**src/rtl/core/rgbhsv_pkg.sv**
```systemverilog
// Package for the RGB to HSV converter: widths, constants and shared types.
// Used by the divider unit and the top level; depends on nothing else.
`timescale 1ns / 1ps

package rgbhsv_pkg;

    localparam int CHAN_W       = 8;
    localparam int HUE_W        = 15;
    localparam int SAT_W        = 13;
    localparam int VAL_W        = 13;
    localparam int FRAC_BITS_DF = 6;

    // Hue sector of the largest channel.
    typedef enum logic [2:0] {
        SEC_RED   = 3'b001,
        SEC_GREEN = 3'b010,
        SEC_BLUE  = 3'b100
    } t_sector;

endpackage

```
**src/rtl/core/rgb_to_hsv_converter_top.sv**
```systemverilog
// Top level of the RGB to HSV converter.
// Depends on rgbhsv_pkg and rgbhsv_div.
`timescale 1ns / 1ps

// One pixel may be started in every cycle; busy is never raised, and the
// receiver cannot stall. The result reaches the o_ ports with o_done high through
// 2 front stages, the hue divider's capture stage and its FRAC_BITS + 17
// bit-per-stage steps, then one output register. Throughput is one pixel per clock.
module rgb_to_hsv_converter_top #(
    parameter int FRAC_BITS = rgbhsv_pkg::FRAC_BITS_DF
) (
    input  logic                          i_clk,
    input  logic                          i_rst_n,
    input  logic                          start,
    output logic                          busy,
    input  logic [rgbhsv_pkg::CHAN_W-1:0] i_red,
    input  logic [rgbhsv_pkg::CHAN_W-1:0] i_green,
    input  logic [rgbhsv_pkg::CHAN_W-1:0] i_blue,
    output logic                          o_done,
    output logic [rgbhsv_pkg::HUE_W-1:0]  o_hue,
    output logic [rgbhsv_pkg::SAT_W-1:0]  o_saturation,
    output logic [rgbhsv_pkg::VAL_W-1:0]  o_brightness,
    output logic                          o_achromatic
);
    import rgbhsv_pkg::*;

    // Hue numerator: 60*diff + base*d < 480*255, 17 bits, shifted by FRAC_BITS.
    localparam int HN_W  = 17 + FRAC_BITS;
    // Saturation numerator: 100*d < 2^15, shifted by FRAC_BITS.
    localparam int SN_W  = 15 + FRAC_BITS;
    // Value product: max * 100 * 2^F, then times a reciprocal of 255.
    localparam int VP_W  = 15 + FRAC_BITS;
    localparam int DLY   = HN_W - SN_W;
    localparam int HMAX_W = 9 + FRAC_BITS + 1;
    localparam logic [HMAX_W-1:0] HUE_WRAP = HMAX_W'(360) << FRAC_BITS;
    // Reciprocal of 255 scaled by 2^VK, rounded down; the estimate is low by at most one.
    localparam int VK    = VP_W + 8;
    localparam int VPR_W = VP_W + VK - 7;
    localparam longint unsigned VRECIP = (64'd1 << VK) / 64'd255;
    localparam logic [VPR_W-1:0] VRECIP100 = VPR_W'(VRECIP * 64'd100);

    assign busy = 1'b0;

    // Stage 1: extremes and sector.
    logic             r_v1;
    logic [CHAN_W-1:0] r_r1, r_g1, r_b1, r_mx1, r_mn1;
    t_sector          r_sec1;
    logic [CHAN_W-1:0] n_mx, n_mn;
    t_sector          n_sec;

    always_comb begin
        n_mx = i_red;
        if (i_green > n_mx) n_mx = i_green;
        if (i_blue > n_mx) n_mx = i_blue;
        n_mn = i_red;
        if (i_green < n_mn) n_mn = i_green;
        if (i_blue < n_mn) n_mn = i_blue;
        priority if (n_mx == i_red) n_sec = SEC_RED;
        else if (n_mx == i_green) n_sec = SEC_GREEN;
        else n_sec = SEC_BLUE;
    end

    always_ff @(posedge i_clk) begin
        if (!i_rst_n) begin
            r_v1 <= 1'b0;
        end else begin
            r_v1 <= start;
        end
        r_r1 <= i_red; r_g1 <= i_green; r_b1 <= i_blue;
        r_mx1 <= n_mx; r_mn1 <= n_mn; r_sec1 <= n_sec;
    end

    // Stage 2: numerators, value product and the value quotient estimate.
    logic [CHAN_W-1:0] n_d, n_pos, n_neg;
    logic [8:0]        n_base;
    logic [16:0]       n_hnum;
    logic [VPR_W-1:0]  n_vprod;
    logic              r_v2;
    logic [HN_W-1:0]   r_hnum2;
    logic [SN_W-1:0]   r_snum2;
    logic [CHAN_W-1:0] r_d2, r_mx2;
    logic [VP_W-1:0]   r_vp2;
    logic [VP_W-1:0]   r_vq2;

    always_comb begin
        n_d = r_mx1 - r_mn1;
        unique case (r_sec1)
            SEC_RED:   begin n_pos = r_g1; n_neg = r_b1; n_base = 9'd360; end
            SEC_GREEN: begin n_pos = r_b1; n_neg = r_r1; n_base = 9'd120; end
            default:   begin n_pos = r_r1; n_neg = r_g1; n_base = 9'd240; end
        endcase
        n_hnum = 17'(17'd60 * n_pos) + (17'(n_base) * 17'(n_d)) - 17'(17'd60 * n_neg);
        n_vprod = (VPR_W'(r_mx1) * VRECIP100) << FRAC_BITS;
    end

    always_ff @(posedge i_clk) begin
        if (!i_rst_n) begin
            r_v2 <= 1'b0;
        end else begin
            r_v2 <= r_v1;
        end
        r_hnum2 <= HN_W'(n_hnum) << FRAC_BITS;
        r_snum2 <= SN_W'(15'(15'd100 * n_d)) << FRAC_BITS;
        r_d2    <= n_d;
        r_mx2   <= r_mx1;
        r_vp2   <= VP_W'(15'(15'd100 * r_mx1)) << FRAC_BITS;
        r_vq2   <= VP_W'(n_vprod >> VK);
    end

    // Value: the reciprocal estimate is exact or one low, so one remainder check fixes it.
    logic [VP_W-1:0] n_vrem;
    logic [VP_W-1:0] n_vq;
    always_comb begin
        n_vrem = r_vp2 - ((r_vq2 << 8) - r_vq2);
        n_vq   = (n_vrem >= VP_W'(255)) ? r_vq2 + VP_W'(1) : r_vq2;
    end

    // Dividers: the hue tag carries the value and the grey flag, the saturation
    // tag carries the black flag.
    localparam int TAG_W = VAL_W + 1;
    logic              h_v, s_v;
    logic [HN_W-1:0]   h_q;
    logic [SN_W-1:0]   s_q;
    logic              s_zero;
    logic [TAG_W-1:0]  h_tag_unused;
    logic [CHAN_W-1:0] n_sden;

    assign n_sden = (r_mx2 == '0) ? CHAN_W'(1) : r_mx2;

    rgbhsv_div #(.NUM_W(HN_W), .DEN_W(CHAN_W), .TAG_W(TAG_W)) u_hue_div (
        .i_clk, .i_rst_n, .i_valid(r_v2), .i_num(r_hnum2),
        .i_den((r_d2 == '0) ? CHAN_W'(1) : r_d2),
        .i_tag({(r_d2 == '0), VAL_W'(n_vq)}),
        .o_valid(h_v), .o_quot(h_q), .o_tag(h_tag_unused)
    );

    rgbhsv_div #(.NUM_W(SN_W), .DEN_W(CHAN_W), .TAG_W(1)) u_sat_div (
        .i_clk, .i_rst_n, .i_valid(r_v2), .i_num(r_snum2), .i_den(n_sden),
        .i_tag(r_mx2 == '0),
        .o_valid(s_v), .o_quot(s_q), .o_tag(s_zero)
    );

    // Align saturation with the deeper hue divider.
    logic            r_sv [DLY+1];
    logic            r_sz [DLY+1];
    logic [SN_W-1:0] r_sq [DLY+1];
    always_comb begin
        r_sv[0] = s_v;
        r_sz[0] = s_zero;
        r_sq[0] = s_q;
    end
    for (genvar k = 0; k < DLY; k++) begin : g_dly
        always_ff @(posedge i_clk) begin
            if (!i_rst_n) begin
                r_sv[k+1] <= 1'b0;
            end else begin
                r_sv[k+1] <= r_sv[k];
            end
            if (r_sv[k]) begin
                r_sq[k+1] <= r_sq[k];
                r_sz[k+1] <= r_sz[k];
            end
        end
    end

    // Output register: wrap hue, zero special cases.
    logic [HN_W-1:0] n_hue;
    always_comb begin
        n_hue = h_q;
        if (h_tag_unused[TAG_W-1]) n_hue = '0;
        else if (n_hue >= HN_W'(HUE_WRAP)) n_hue = n_hue - HN_W'(HUE_WRAP);
    end

    always_ff @(posedge i_clk) begin
        if (!i_rst_n) begin
            o_done <= 1'b0;
        end else begin
            o_done <= h_v & r_sv[DLY];
        end
        o_hue        <= HUE_W'(n_hue);
        o_saturation <= r_sz[DLY] ? '0 : SAT_W'(r_sq[DLY]);
        o_brightness <= h_tag_unused[VAL_W-1:0];
        o_achromatic <= h_tag_unused[TAG_W-1];
    end

endmodule

```
**src/rtl/core/rgbhsv_div.sv**
```systemverilog
// Pipelined restoring divider, one quotient bit per stage.
// Depends on rgbhsv_pkg; used by the top level for hue and saturation.
`timescale 1ns / 1ps

module rgbhsv_div #(
    parameter int NUM_W = 24,
    parameter int DEN_W = 8,
    parameter int TAG_W = 1
) (
    input  logic             i_clk,
    input  logic             i_rst_n,
    input  logic             i_valid,
    input  logic [NUM_W-1:0] i_num,
    input  logic [DEN_W-1:0] i_den,
    input  logic [TAG_W-1:0] i_tag,
    output logic             o_valid,
    output logic [NUM_W-1:0] o_quot,
    output logic [TAG_W-1:0] o_tag
);
    import rgbhsv_pkg::*;

    localparam int REM_W = DEN_W + 1;

    logic             r_vld [NUM_W+1];
    logic [NUM_W-1:0] r_num [NUM_W+1];
    logic [DEN_W-1:0] r_den [NUM_W+1];
    logic [REM_W-1:0] r_rem [NUM_W+1];
    logic [TAG_W-1:0] r_tag [NUM_W+1];

    // Stage zero captures the operands.
    always_ff @(posedge i_clk) begin
        if (!i_rst_n) begin
            r_vld[0] <= 1'b0;
        end else begin
            r_vld[0] <= i_valid;
        end
        r_num[0] <= i_num;
        r_den[0] <= i_den;
        r_rem[0] <= '0;
        r_tag[0] <= i_tag;
    end

    // Each stage brings down one numerator bit and tries one subtraction.
    for (genvar k = 0; k < NUM_W; k++) begin : g_stage
        logic [REM_W-1:0] n_trial;
        logic [REM_W-1:0] n_rem;
        logic             n_bit;
        always_comb begin
            n_trial = {r_rem[k][DEN_W-1:0], r_num[k][NUM_W-1]};
            n_bit   = (n_trial >= {1'b0, r_den[k]});
            n_rem   = n_bit ? (n_trial - {1'b0, r_den[k]}) : n_trial;
        end
        always_ff @(posedge i_clk) begin
            if (!i_rst_n) begin
                r_vld[k+1] <= 1'b0;
            end else begin
                r_vld[k+1] <= r_vld[k];
            end
            r_num[k+1] <= {r_num[k][NUM_W-2:0], n_bit};
            r_den[k+1] <= r_den[k];
            r_rem[k+1] <= n_rem;
            r_tag[k+1] <= r_tag[k];
        end
    end

    assign o_valid = r_vld[NUM_W];
    assign o_quot  = r_num[NUM_W];
    assign o_tag   = r_tag[NUM_W];

endmodule

```
**config.mk**
```make
export PLATFORM = sky130hd
export DESIGN_NAME = rgb_to_hsv_converter_top
export DESIGN_NICKNAME = d
export VERILOG_FILES = /design/src/rtl/core/rgbhsv_pkg.sv /design/src/rtl/core/rgb_to_hsv_converter_top.sv /design/src/rtl/core/rgbhsv_div.sv
export SDC_FILE = /design/constraint.sdc
export NUM_CORES = 2
export LEC_CHECK = 0
export BUFFER_PORTS_ARGS = -buffer_cell sky130_fd_sc_hd__buf_4
export CAP_MARGIN = 30
export CORE_MARGIN = 4
export CORE_UTILIZATION = 40
export CTS_BUF_LIST = sky130_fd_sc_hd__clkbuf_4 sky130_fd_sc_hd__clkbuf_8
export CTS_CLUSTER_SIZE = 30
export DETAILED_ROUTE_END_ITERATION = 7
export GPL_TIMING_DRIVEN = 0
export PLACE_DENSITY = 0.54
export SYNTH_ARGS = -nofsm -noshare
export SYNTH_HDL_FRONTEND = slang
export SYNTH_SLANG_ARGS = --single-unit
export TNS_END_PERCENT = 100
```
**constraint.sdc**
```tcl
create_clock -name i_clk -period 8.3 [get_ports i_clk]
set_input_delay 1.245 -clock i_clk [delete_from_list [all_inputs] [get_ports i_clk]]
set_output_delay 1.245 -clock i_clk [all_outputs]
set_load 0.05 [all_outputs]
```
### Word-level counts from Yosys, hierarchy flattened

Memories as Yosys holds them, arrays and structs flattened. A register that Yosys moved wholly into a read port is not among the register bits.
Index checks and enable logic that the tools add are counted.

| operators by class | value |
|---|---|
| $add $sub $neg | 51 |
| $mul | 6 |
| divide/modulo/power cells | 0 |
| magnitude comparators | 50 |
| equality and inequality tests | 4 |
| shift-type cells | 0 |
| muxes and demuxes | 104 |
| bitwise gates (word level) | 47 |
| reductions and logical operators | 2 |

Operators by type and width:

| operator | count |
|---|---|
| 9-bit by 8-bit >= comparator with 1-bit output | 44 |
| 9-bit two-way mux | 44 |
| 9-bit by 8-bit subtractor with 9-bit output | 44 |
| 1-bit two-way mux | 48 |
| 8-bit two-way mux | 6 |
| 1-bit OR | 46 |
| 8-bit case mux with 2 select lines | 2 |
| 8-bit by 21-bit multiplier with 29-bit output, second input constant | 1 |
| 5-bit by 8-bit multiplier with 13-bit output, first input constant | 2 |
| 4-bit by 8-bit multiplier with 12-bit output, first input constant | 2 |
| 23-bit by 15-bit >= comparator with 1-bit output, second input constant | 1 |
| 21-bit by 8-bit >= comparator with 1-bit output, second input constant | 1 |
| 21-bit by 13-bit subtractor with 21-bit output | 1 |
| 21-bit subtractor | 1 |
| 9-bit case mux with 2 select lines | 1 |
| 14-bit by 17-bit adder with 17-bit output | 1 |
| 9-bit by 8-bit multiplier with 17-bit output | 1 |
| 17-bit by 14-bit subtractor with 17-bit output | 1 |
| 8-bit equality test | 2 |
| 8-bit > comparator | 2 |
| 8-bit logical NOT | 2 |
| 8-bit less-than comparator | 2 |
| 15-bit two-way mux | 1 |
| 15-bit subtractor, second input constant | 1 |
| 7 further kinds | 7 |

| word-level totals | value |
|---|---|
| register bits | 176 |
| bits in latches | 0 |
| RAM bits | 2,200 |
| ROM bits | 0 |
| input port bits | 27 |
| output and inout port bits | 44 |
| word-level logic and storage cells | 297 |
| memories | 10 |

Memory list:

| name | words | bits a word | rd ports | clocked after Yosys merged registers in | wr ports | RTL line | source |
|---|---|---|---|---|---|---|---|
| u_hue_div.r_num | 24 | 23 | 24 | 0 | 24 | rgbhsv_div.sv:25 | `logic [NUM_W-1:0] r_num [NUM_W+1];` |
| u_sat_div.r_num | 22 | 21 | 22 | 1 | 22 | rgbhsv_div.sv:25 |  |
| u_hue_div.r_tag | 24 | 14 | 24 | 0 | 24 | rgbhsv_div.sv:28 | `logic [TAG_W-1:0] r_tag [NUM_W+1];` |
| u_hue_div.r_rem | 24 | 9 | 23 | 0 | 24 | rgbhsv_div.sv:27 | `logic [REM_W-1:0] r_rem [NUM_W+1];` |
| u_sat_div.r_rem | 22 | 9 | 21 | 0 | 22 | rgbhsv_div.sv:27 |  |
| u_hue_div.r_den | 24 | 8 | 23 | 0 | 24 | rgbhsv_div.sv:26 | `logic [DEN_W-1:0] r_den [NUM_W+1];` |
| 4 more memories | - | - | - | - | - | - |  |

### Depth between registers and ports, before layout

| logic depth | value |
|---|---|
| word-level depth | 6 |
| mapped depth | 32 |
| gate-level depth less buffers | 30 |

### Cells and area by module

From an unflattened synthesis, not the netlist that was laid out.

| unflattened totals | value |
|---|---|
| cells, all modules | 6,413 |
| area, all modules | 78,957.0 µm² |

Modules (own cells, without submodules):

| module | instances | cells each | area an instance (µm²) | seq. area each (µm²) |
|---|---|---|---|---|
| rgbhsv_div (u_hue_div) | 1 | 2,754 | 37,424.6 | 25,464.4 |
| rgbhsv_div (u_sat_div) | 1 | 2,137 | 27,197.3 | 16,696.0 |
| rgb_to_hsv_converter_top | 1 | 1,522 | 14,335.0 | 3,923.8 |

### Worst setup path after synthesis

OpenSTA, ideal clock, no wires.

| timing | value |
|---|---|
| path kind | register -> register |
| start point | reg r_sec1[0] |
| end point | reg r_hnum2[22] |
| setup time | 0.086 ns |
| arrival | 7.988 ns |
| data required time | 8.214 ns |
| slack | 0.227 ns |
| stages on the path, launching flop included | 31 |
| buffers on the path | 1 |
| clock period less this slack | 8.073 ns |
| path through | dfxtp_1 nor3b_1 nor2_1 clkbuf_1 and2_0 a221o_1 fa_1 fa_1 inv_1 fa_1 inv_1 a21oi_1 o21ai_0 a21oi_1 o21bai_1 xor2_1 fa_1 fa_1 fa_1 inv_1 fa_1 inv_1 fa_1 inv_1 ha_1 and3_1 nand3_1 nand2_1 or4_1 and3_1 a211oi_1 |

| on the way | value |
|---|---|
| word-level cells in the longest chain between the ends | 5 |
| elaborated cells on any way between the ends | 10 |
| those cells by class | add/sub (2); mul (3); eq/ne (2); mux (3) |

RTL lines:

| element | RTL line | source |
|---|---|---|
| start: declaration | rgb_to_hsv_converter_top.sv:47 | `t_sector r_sec1;` |
| start signal: assignment | rgb_to_hsv_converter_top.sv:70 | `r_mx1 <= n_mx; r_mn1 <= n_mn; r_sec1 <= n_sec;` |
| 3-bit by 2-bit equality test with 1-bit output / 3-bit by 1-bit equality test with 1-bit output (equally long branches) | rgb_to_hsv_converter_top.sv:87 | `unique case (r_sec1)` |
| 9-bit case mux with 2 select lines / 8-bit case mux with 2 select lines (equally long branches) | rgb_to_hsv_converter_top.sv:87 |  |
| 9-bit by 8-bit multiplier with 17-bit output / 4-bit by 8-bit multiplier with 12-bit output (equally long branches) | rgb_to_hsv_converter_top.sv:92 | `n_hnum = 17'(17'd60 * n_pos) + (17'(n_base) * 17'(n_d)) - 17'(17'd60 * n_neg);` |
| 14-bit by 17-bit adder with 17-bit output | rgb_to_hsv_converter_top.sv:92 |  |
| 17-bit by 14-bit subtractor with 17-bit output * | rgb_to_hsv_converter_top.sv:92 |  |
| via n_hnum[16] | rgb_to_hsv_converter_top.sv:76 | `logic [16:0] n_hnum;` |
| end signal: assignment | rgb_to_hsv_converter_top.sv:102 | `r_hnum2 <= HN_W'(n_hnum) << FRAC_BITS;` |
| end: declaration | rgb_to_hsv_converter_top.sv:79 | `logic [HN_W-1:0] r_hnum2;` |

The timed path passes the listed nets; every way through them passes the cells marked *.
A chain may end at the register's enable or synchronous reset.

### Worst setup path after layout

Same ends and word-level chain as after synthesis.

==> flow_results.org <==
** Route
- The routed design uses just under 50000 um of met2 wire.
- The routed design has around 100000 um of wire.
- The final route contains 36800 vias.
- Met3 WL :: roughly 3800 um
- Dividing the detail-routed via count by the number of cells gives between 4 and 5.
- For this run, the detailed router's first-pass iteration total came to 5.
- Drt drc :: 0
- Highest metal layer used by the detailed router :: met4
- In this run, the number of DRC markers left after iteration 0 of detailed routing was between 1000 and 1500.
- Average wire length per cell after detail routing :: around 12 um
- Length of routed wiring on met1 :: between 40000 and 50000 um
- The detail route stage leaves a number of antenna-violating nets equal to 0.

** Min path
- Worst Hold Launch :: u_hue_div.r_tag[7][10]$_DFF_P_
- Path category of the worst min-delay check :: reg -> reg

** Place
- Count of buffers from port buffering :: 68
- Counting tap cells, the placed design contains a total of ~7700 instances.
- Detailed placement ended at an HPWL of ~73000 um.
- Routability Congestion :: approximately 0.82

** Synth
- Syn nets :: 6298
- Post-synth cell types :: 71
- Averaged over all synthesized cells, the footprint is around 11 um2.
- The synthesized netlist occupies a cell area of 64100 um2.
- Cells after Synth :: 5581
- Share of the yosys chip area belonging to registers :: around 58%
- Count of state elements after synthesis :: 1830
- Number of enable-type register cells in the synthesized netlist :: 28
- Synth warnings :: 0
- In the synthesized netlist the async set-or-reset flop fraction comes to 0%.
- In the synthesized netlist the dominant register cell turns out to be sky130_fd_sc_hd__dfxtp_1.

** GRT
- Entering global routing, the biggest net connects 17 pins.
- The first global-routing pass estimated approximately 170000 um of wire.
- Total global routing track utilization :: 12.2%
- Total congestion overflow :: 0
- Number of global-route vias before repair :: about 38000
- The number of antenna violations at the first check in global routing is 2.

** Timing
- Crit share post-route :: 94.8%
- Headroom to the max-slew limit came out at 37.5%.
- Count of endpoints failing hold in the final timing report :: 0
- The final-report max-slew violation count came to 0.
- Clock skew on the completed layout was measured at between 0.07 and 0.08 ns.
- Setup violations remaining at the end of the flow were counted as 0.
- Highest attainable clock frequency :: approximately 130 MHz
- RSZ-0062 raised after global routing :: false
- At the pin with the least slew margin, the transition time is just over 0.9 ns.
- The worst path needs 7.86 ns of the cycle, external delays included.

** Floorplan
- For this configuration, the core starts out at a cell density of a little over 40%.
- Die extent in y :: ~410 um
- Total core area :: ~160000 um2
- I/O pin cnt :: 71
- # rows :: roughly 150
- The floorplan step set the die width to between 400 and 500 um.
- The floorplan step defined a die boundary enclosing ~170000 um2.

** Flow run
- Maxcap violations :: 0

** Critical path
- Class of the most critical setup path :: reg -> reg
- Worst setup path startpoint :: r_sec1[0]$_SDFF_PN1_
- Endpoint class of the critical path :: flip-flop
- Startpoint kind of the worst setup timing path :: flip-flop
- Critical path fanouts, max :: 8
- Required time at the worst-slack endpoint :: around 9.1 ns
- Startpoint of the lowest-slack register-to-register path :: r_sec1[0]$_SDFF_PN1_
- Worst Path Arrival :: between 8 and 9 ns

** CTS
- Worst-skew pair later-pin latency :: about 0.95 ns
- Number of clock buffers inserted by TritonCTS :: 309
- Clock-pin slew on the worst setup and hold paths :: approximately 0.060 ns
- Hold buffer count at CTS :: 0
- H-tree levels :: 5
- The root buffer cell chosen for the clock tree is sky130_fd_sc_hd__clkbuf_8.
- For this design, the sink count on the clock tree is about 1800.
- TritonCTS built the clock tree.
- No sink is reached through more buffers than the 4 on the longest clock path.

** Cells and area
- The net count of the finished layout is about 6700.
- Counting the fill cells in the layout gives roughly 15000.
- Relative to the synthesized area, the layout overhead comes to 15.1%.
- The post-route netlist has 13.3% of its cells at a drive strength greater than 1.
- Final std cells w/o fill :: just over 8000

** Outcome
- Run status :: completed
## kinds of logic (layout without fill, tap and decap cells)
family                     after synthesis  after routing  synth area share [%]
AOI/OAI and AO/OA                      753            753                  7.45
muxes                                  279            279                  4.74
xor gates and xnor gates               224            224                  3.08
DFF                                   1830           1830                  57.6
buffers and inverters                  837           1431                  4.93
and+or+nand+nor                        967            967                  7.20
other                                    1              5               0.00585
adders and majority gates              690            690                  15.0
## registers in the layout (all words and copies together), names as in the netlist, 13 cells and up
register	cells
u_hue_div.r_den	184
u_hue_div.r_rem	176
u_sat_div.r_rem	160
u_sat_div.r_num	182
o_brightness	13
o_saturation	13
u_sat_div.r_den	168
r_vq2	13
u_hue_div.r_num	396
u_hue_div.r_tag	336
o_hue	15
r_hnum2	15
u_sat_div.r_vld	21
u_sat_div.r_tag	22
r_sq	26
## synthesized netlist by cell type (8+ instances only)
| cell | count | area [um2] |
|---|---|---|
| sky130_fd_sc_hd__o21bai_1 | 21 | 158 |
| sky130_fd_sc_hd__xnor2_1 | 154 | 1350 |
| sky130_fd_sc_hd__clkbuf_1 | 44 | 165 |
| sky130_fd_sc_hd__mux2_2 | 196 | 2210 |
| sky130_fd_sc_hd__fa_1 | 129 | 2580 |
| sky130_fd_sc_hd__nor3_1 | 20 | 100 |
| sky130_fd_sc_hd__nand3_1 | 30 | 150 |
| sky130_fd_sc_hd__ha_1 | 561 | 7020 |
| sky130_fd_sc_hd__and3_1 | 9 | 56.3 |
| sky130_fd_sc_hd__nand4_1 | 75 | 469 |
| sky130_fd_sc_hd__a21oi_1 | 162 | 811 |
| sky130_fd_sc_hd__a21o_1 | 67 | 503 |
| sky130_fd_sc_hd__inv_1 | 784 | 2940 |
| sky130_fd_sc_hd__or4_1 | 8 | 60.1 |
| sky130_fd_sc_hd__mux2i_1 | 82 | 821 |
| sky130_fd_sc_hd__a31oi_1 | 10 | 62.6 |
| sky130_fd_sc_hd__nand2b_1 | 56 | 350 |
| sky130_fd_sc_hd__xor2_1 | 69 | 604 |
| sky130_fd_sc_hd__a221o_1 | 14 | 140 |
| sky130_fd_sc_hd__a311oi_1 | 34 | 298 |
| sky130_fd_sc_hd__nor4_1 | 9 | 56.3 |
| sky130_fd_sc_hd__dfxtp_1 | 1802 | 36100 |
| sky130_fd_sc_hd__nor2b_1 | 116 | 726 |
| sky130_fd_sc_hd__nor2_1 | 421 | 1580 |
| sky130_fd_sc_hd__o21ai_0 | 245 | 1230 |
| sky130_fd_sc_hd__a21boi_0 | 112 | 841 |
| sky130_fd_sc_hd__o21a_1 | 13 | 97.6 |
| sky130_fd_sc_hd__and2_1 | 44 | 275 |
| sky130_fd_sc_hd__nand2_1 | 150 | 563 |
| sky130_fd_sc_hd__edfxtp_1 | 28 | 841 |
## timing repair
action	in CTS	in global routing
setup buffers	4	4
pin swaps	4	9
endpoints found under the setup margin	6	3
gates resized for setup	12	11
## final cells by class
class / instances / area (um2) / share of cell area (%)
Buffer: 51 / 214 / 0.290
Inverter: 784 / 2940 / 3.99
Timing Repair Buffer: 77 / 578 / 0.784
Tap cell: 2072 / 2590 / 3.51
Clock inverter: 40 / 362 / 0.490
Antenna cell: 4 / 10.0 / 0.0136
Clock buffer: 479 / 6060 / 8.22
Sequential cell: 1830 / 36900 / 50.0
Multi-Input combinational cell: 2914 / 24100 / 32.7
## worst paths after layout
check | endpoint | cells after the start | slack (ns)
setup / recovery | r_hnum2[22]$_DFF_P_ | 27 | 0.44
hold / removal | u_hue_div.r_tag[7][24]$_DFF_P_ | 0 | 0.28
setup reg to reg | r_hnum2[22]$_DFF_P_ | 27 | 0.44
hold reg to reg | u_hue_div.r_tag[7][24]$_DFF_P_ | 0 | 0.28
## layer usage
metal  global-route usage (%)  up-vias
met1                     14.1    16800
met2                     21.5      560
met5                        0        -
met3                     2.76      293
li1                         -    19100
met4                     5.89        0
## cell usage in the layout, fill, tap and decap left out, types with 13 or more instances in the layout
master	Yosys	final
sky130_fd_sc_hd__a21boi_0	112	112
sky130_fd_sc_hd__mux2i_1	82	82
sky130_fd_sc_hd__a311oi_1	34	34
sky130_fd_sc_hd__nor3_1	20	20
sky130_fd_sc_hd__edfxtp_1	28	28
sky130_fd_sc_hd__ha_1	561	559
sky130_fd_sc_hd__nand2_1	150	150
sky130_fd_sc_hd__o21bai_1	21	21
sky130_fd_sc_hd__inv_1	784	784
sky130_fd_sc_hd__nor2_1	421	420
sky130_fd_sc_hd__a21o_1	67	67
sky130_fd_sc_hd__nand4_1	75	75
sky130_fd_sc_hd__nor2b_1	116	116
sky130_fd_sc_hd__fa_1	129	129
sky130_fd_sc_hd__o21ai_0	245	244
sky130_fd_sc_hd__a21oi_1	162	158
sky130_fd_sc_hd__nand2b_1	56	56
sky130_fd_sc_hd__clkbuf_4	0	86
sky130_fd_sc_hd__and2_1	44	43
sky130_fd_sc_hd__xnor2_1	154	154
sky130_fd_sc_hd__xor2_1	69	69
sky130_fd_sc_hd__buf_4	1	78
sky130_fd_sc_hd__a221o_1	14	14
sky130_fd_sc_hd__mux2_2	196	196
sky130_fd_sc_hd__o21a_1	13	13
sky130_fd_sc_hd__clkinv_2	0	24
sky130_fd_sc_hd__clkbuf_8	0	394
sky130_fd_sc_hd__clkbuf_1	44	40
sky130_fd_sc_hd__nand3_1	30	30
sky130_fd_sc_hd__dfxtp_1	1802	1802
## metrics by stage
step | setup TNS (ns) | worst slack, ns | area [um2] | hold WS [ns] | util, %
finish | 0 | 0.435 | 73800 | 0.281 | 46.5
floorplan | 0 | 0.227 | 64100 | 0.310 | -
detailed placement | -3.05 | -0.921 | 67200 | 0.312 | 42.3
CTS | 0 | 0.0180 | 73700 | 0.282 | 46.4
global route | 0 | 0.0194 | 73800 | 0.280 | 46.5
global placement | -2.99 | -0.914 | 67200 | 0.310 | 42.3
## critical path, stage by stage, from the launching register on
cell and delay (ns):
sky130_fd_sc_hd__dfxtp_1 0.34, sky130_fd_sc_hd__nor3b_4 0.33, sky130_fd_sc_hd__nor2_4 0.13, sky130_fd_sc_hd__and2_0 0.17, sky130_fd_sc_hd__a221o_1 0.30, sky130_fd_sc_hd__fa_1 0.56, sky130_fd_sc_hd__fa_1 0.45, sky130_fd_sc_hd__ha_1 0.29
sky130_fd_sc_hd__a21o_1 0.20, sky130_fd_sc_hd__a21oi_2 0.17, sky130_fd_sc_hd__o21ai_0 0.11, sky130_fd_sc_hd__a21oi_1 0.21, sky130_fd_sc_hd__o21bai_1 0.11, sky130_fd_sc_hd__a21oi_2 0.18, sky130_fd_sc_hd__xnor2_1 0.16, sky130_fd_sc_hd__fa_1 0.47
sky130_fd_sc_hd__fa_1 0.52, sky130_fd_sc_hd__fa_1 0.54, sky130_fd_sc_hd__fa_1 0.53, sky130_fd_sc_hd__fa_1 0.54, sky130_fd_sc_hd__inv_1 0.06, sky130_fd_sc_hd__ha_4 0.26, sky130_fd_sc_hd__and2_1 0.15, sky130_fd_sc_hd__a31oi_1 0.13
sky130_fd_sc_hd__nand2_1 0.08, sky130_fd_sc_hd__or4_1 0.45, sky130_fd_sc_hd__and3_1 0.18, sky130_fd_sc_hd__a211oi_2 0.14
Power is not shown: default switching activity piles up to over one toggle a cycle in this logic, so the estimate is an artifact.
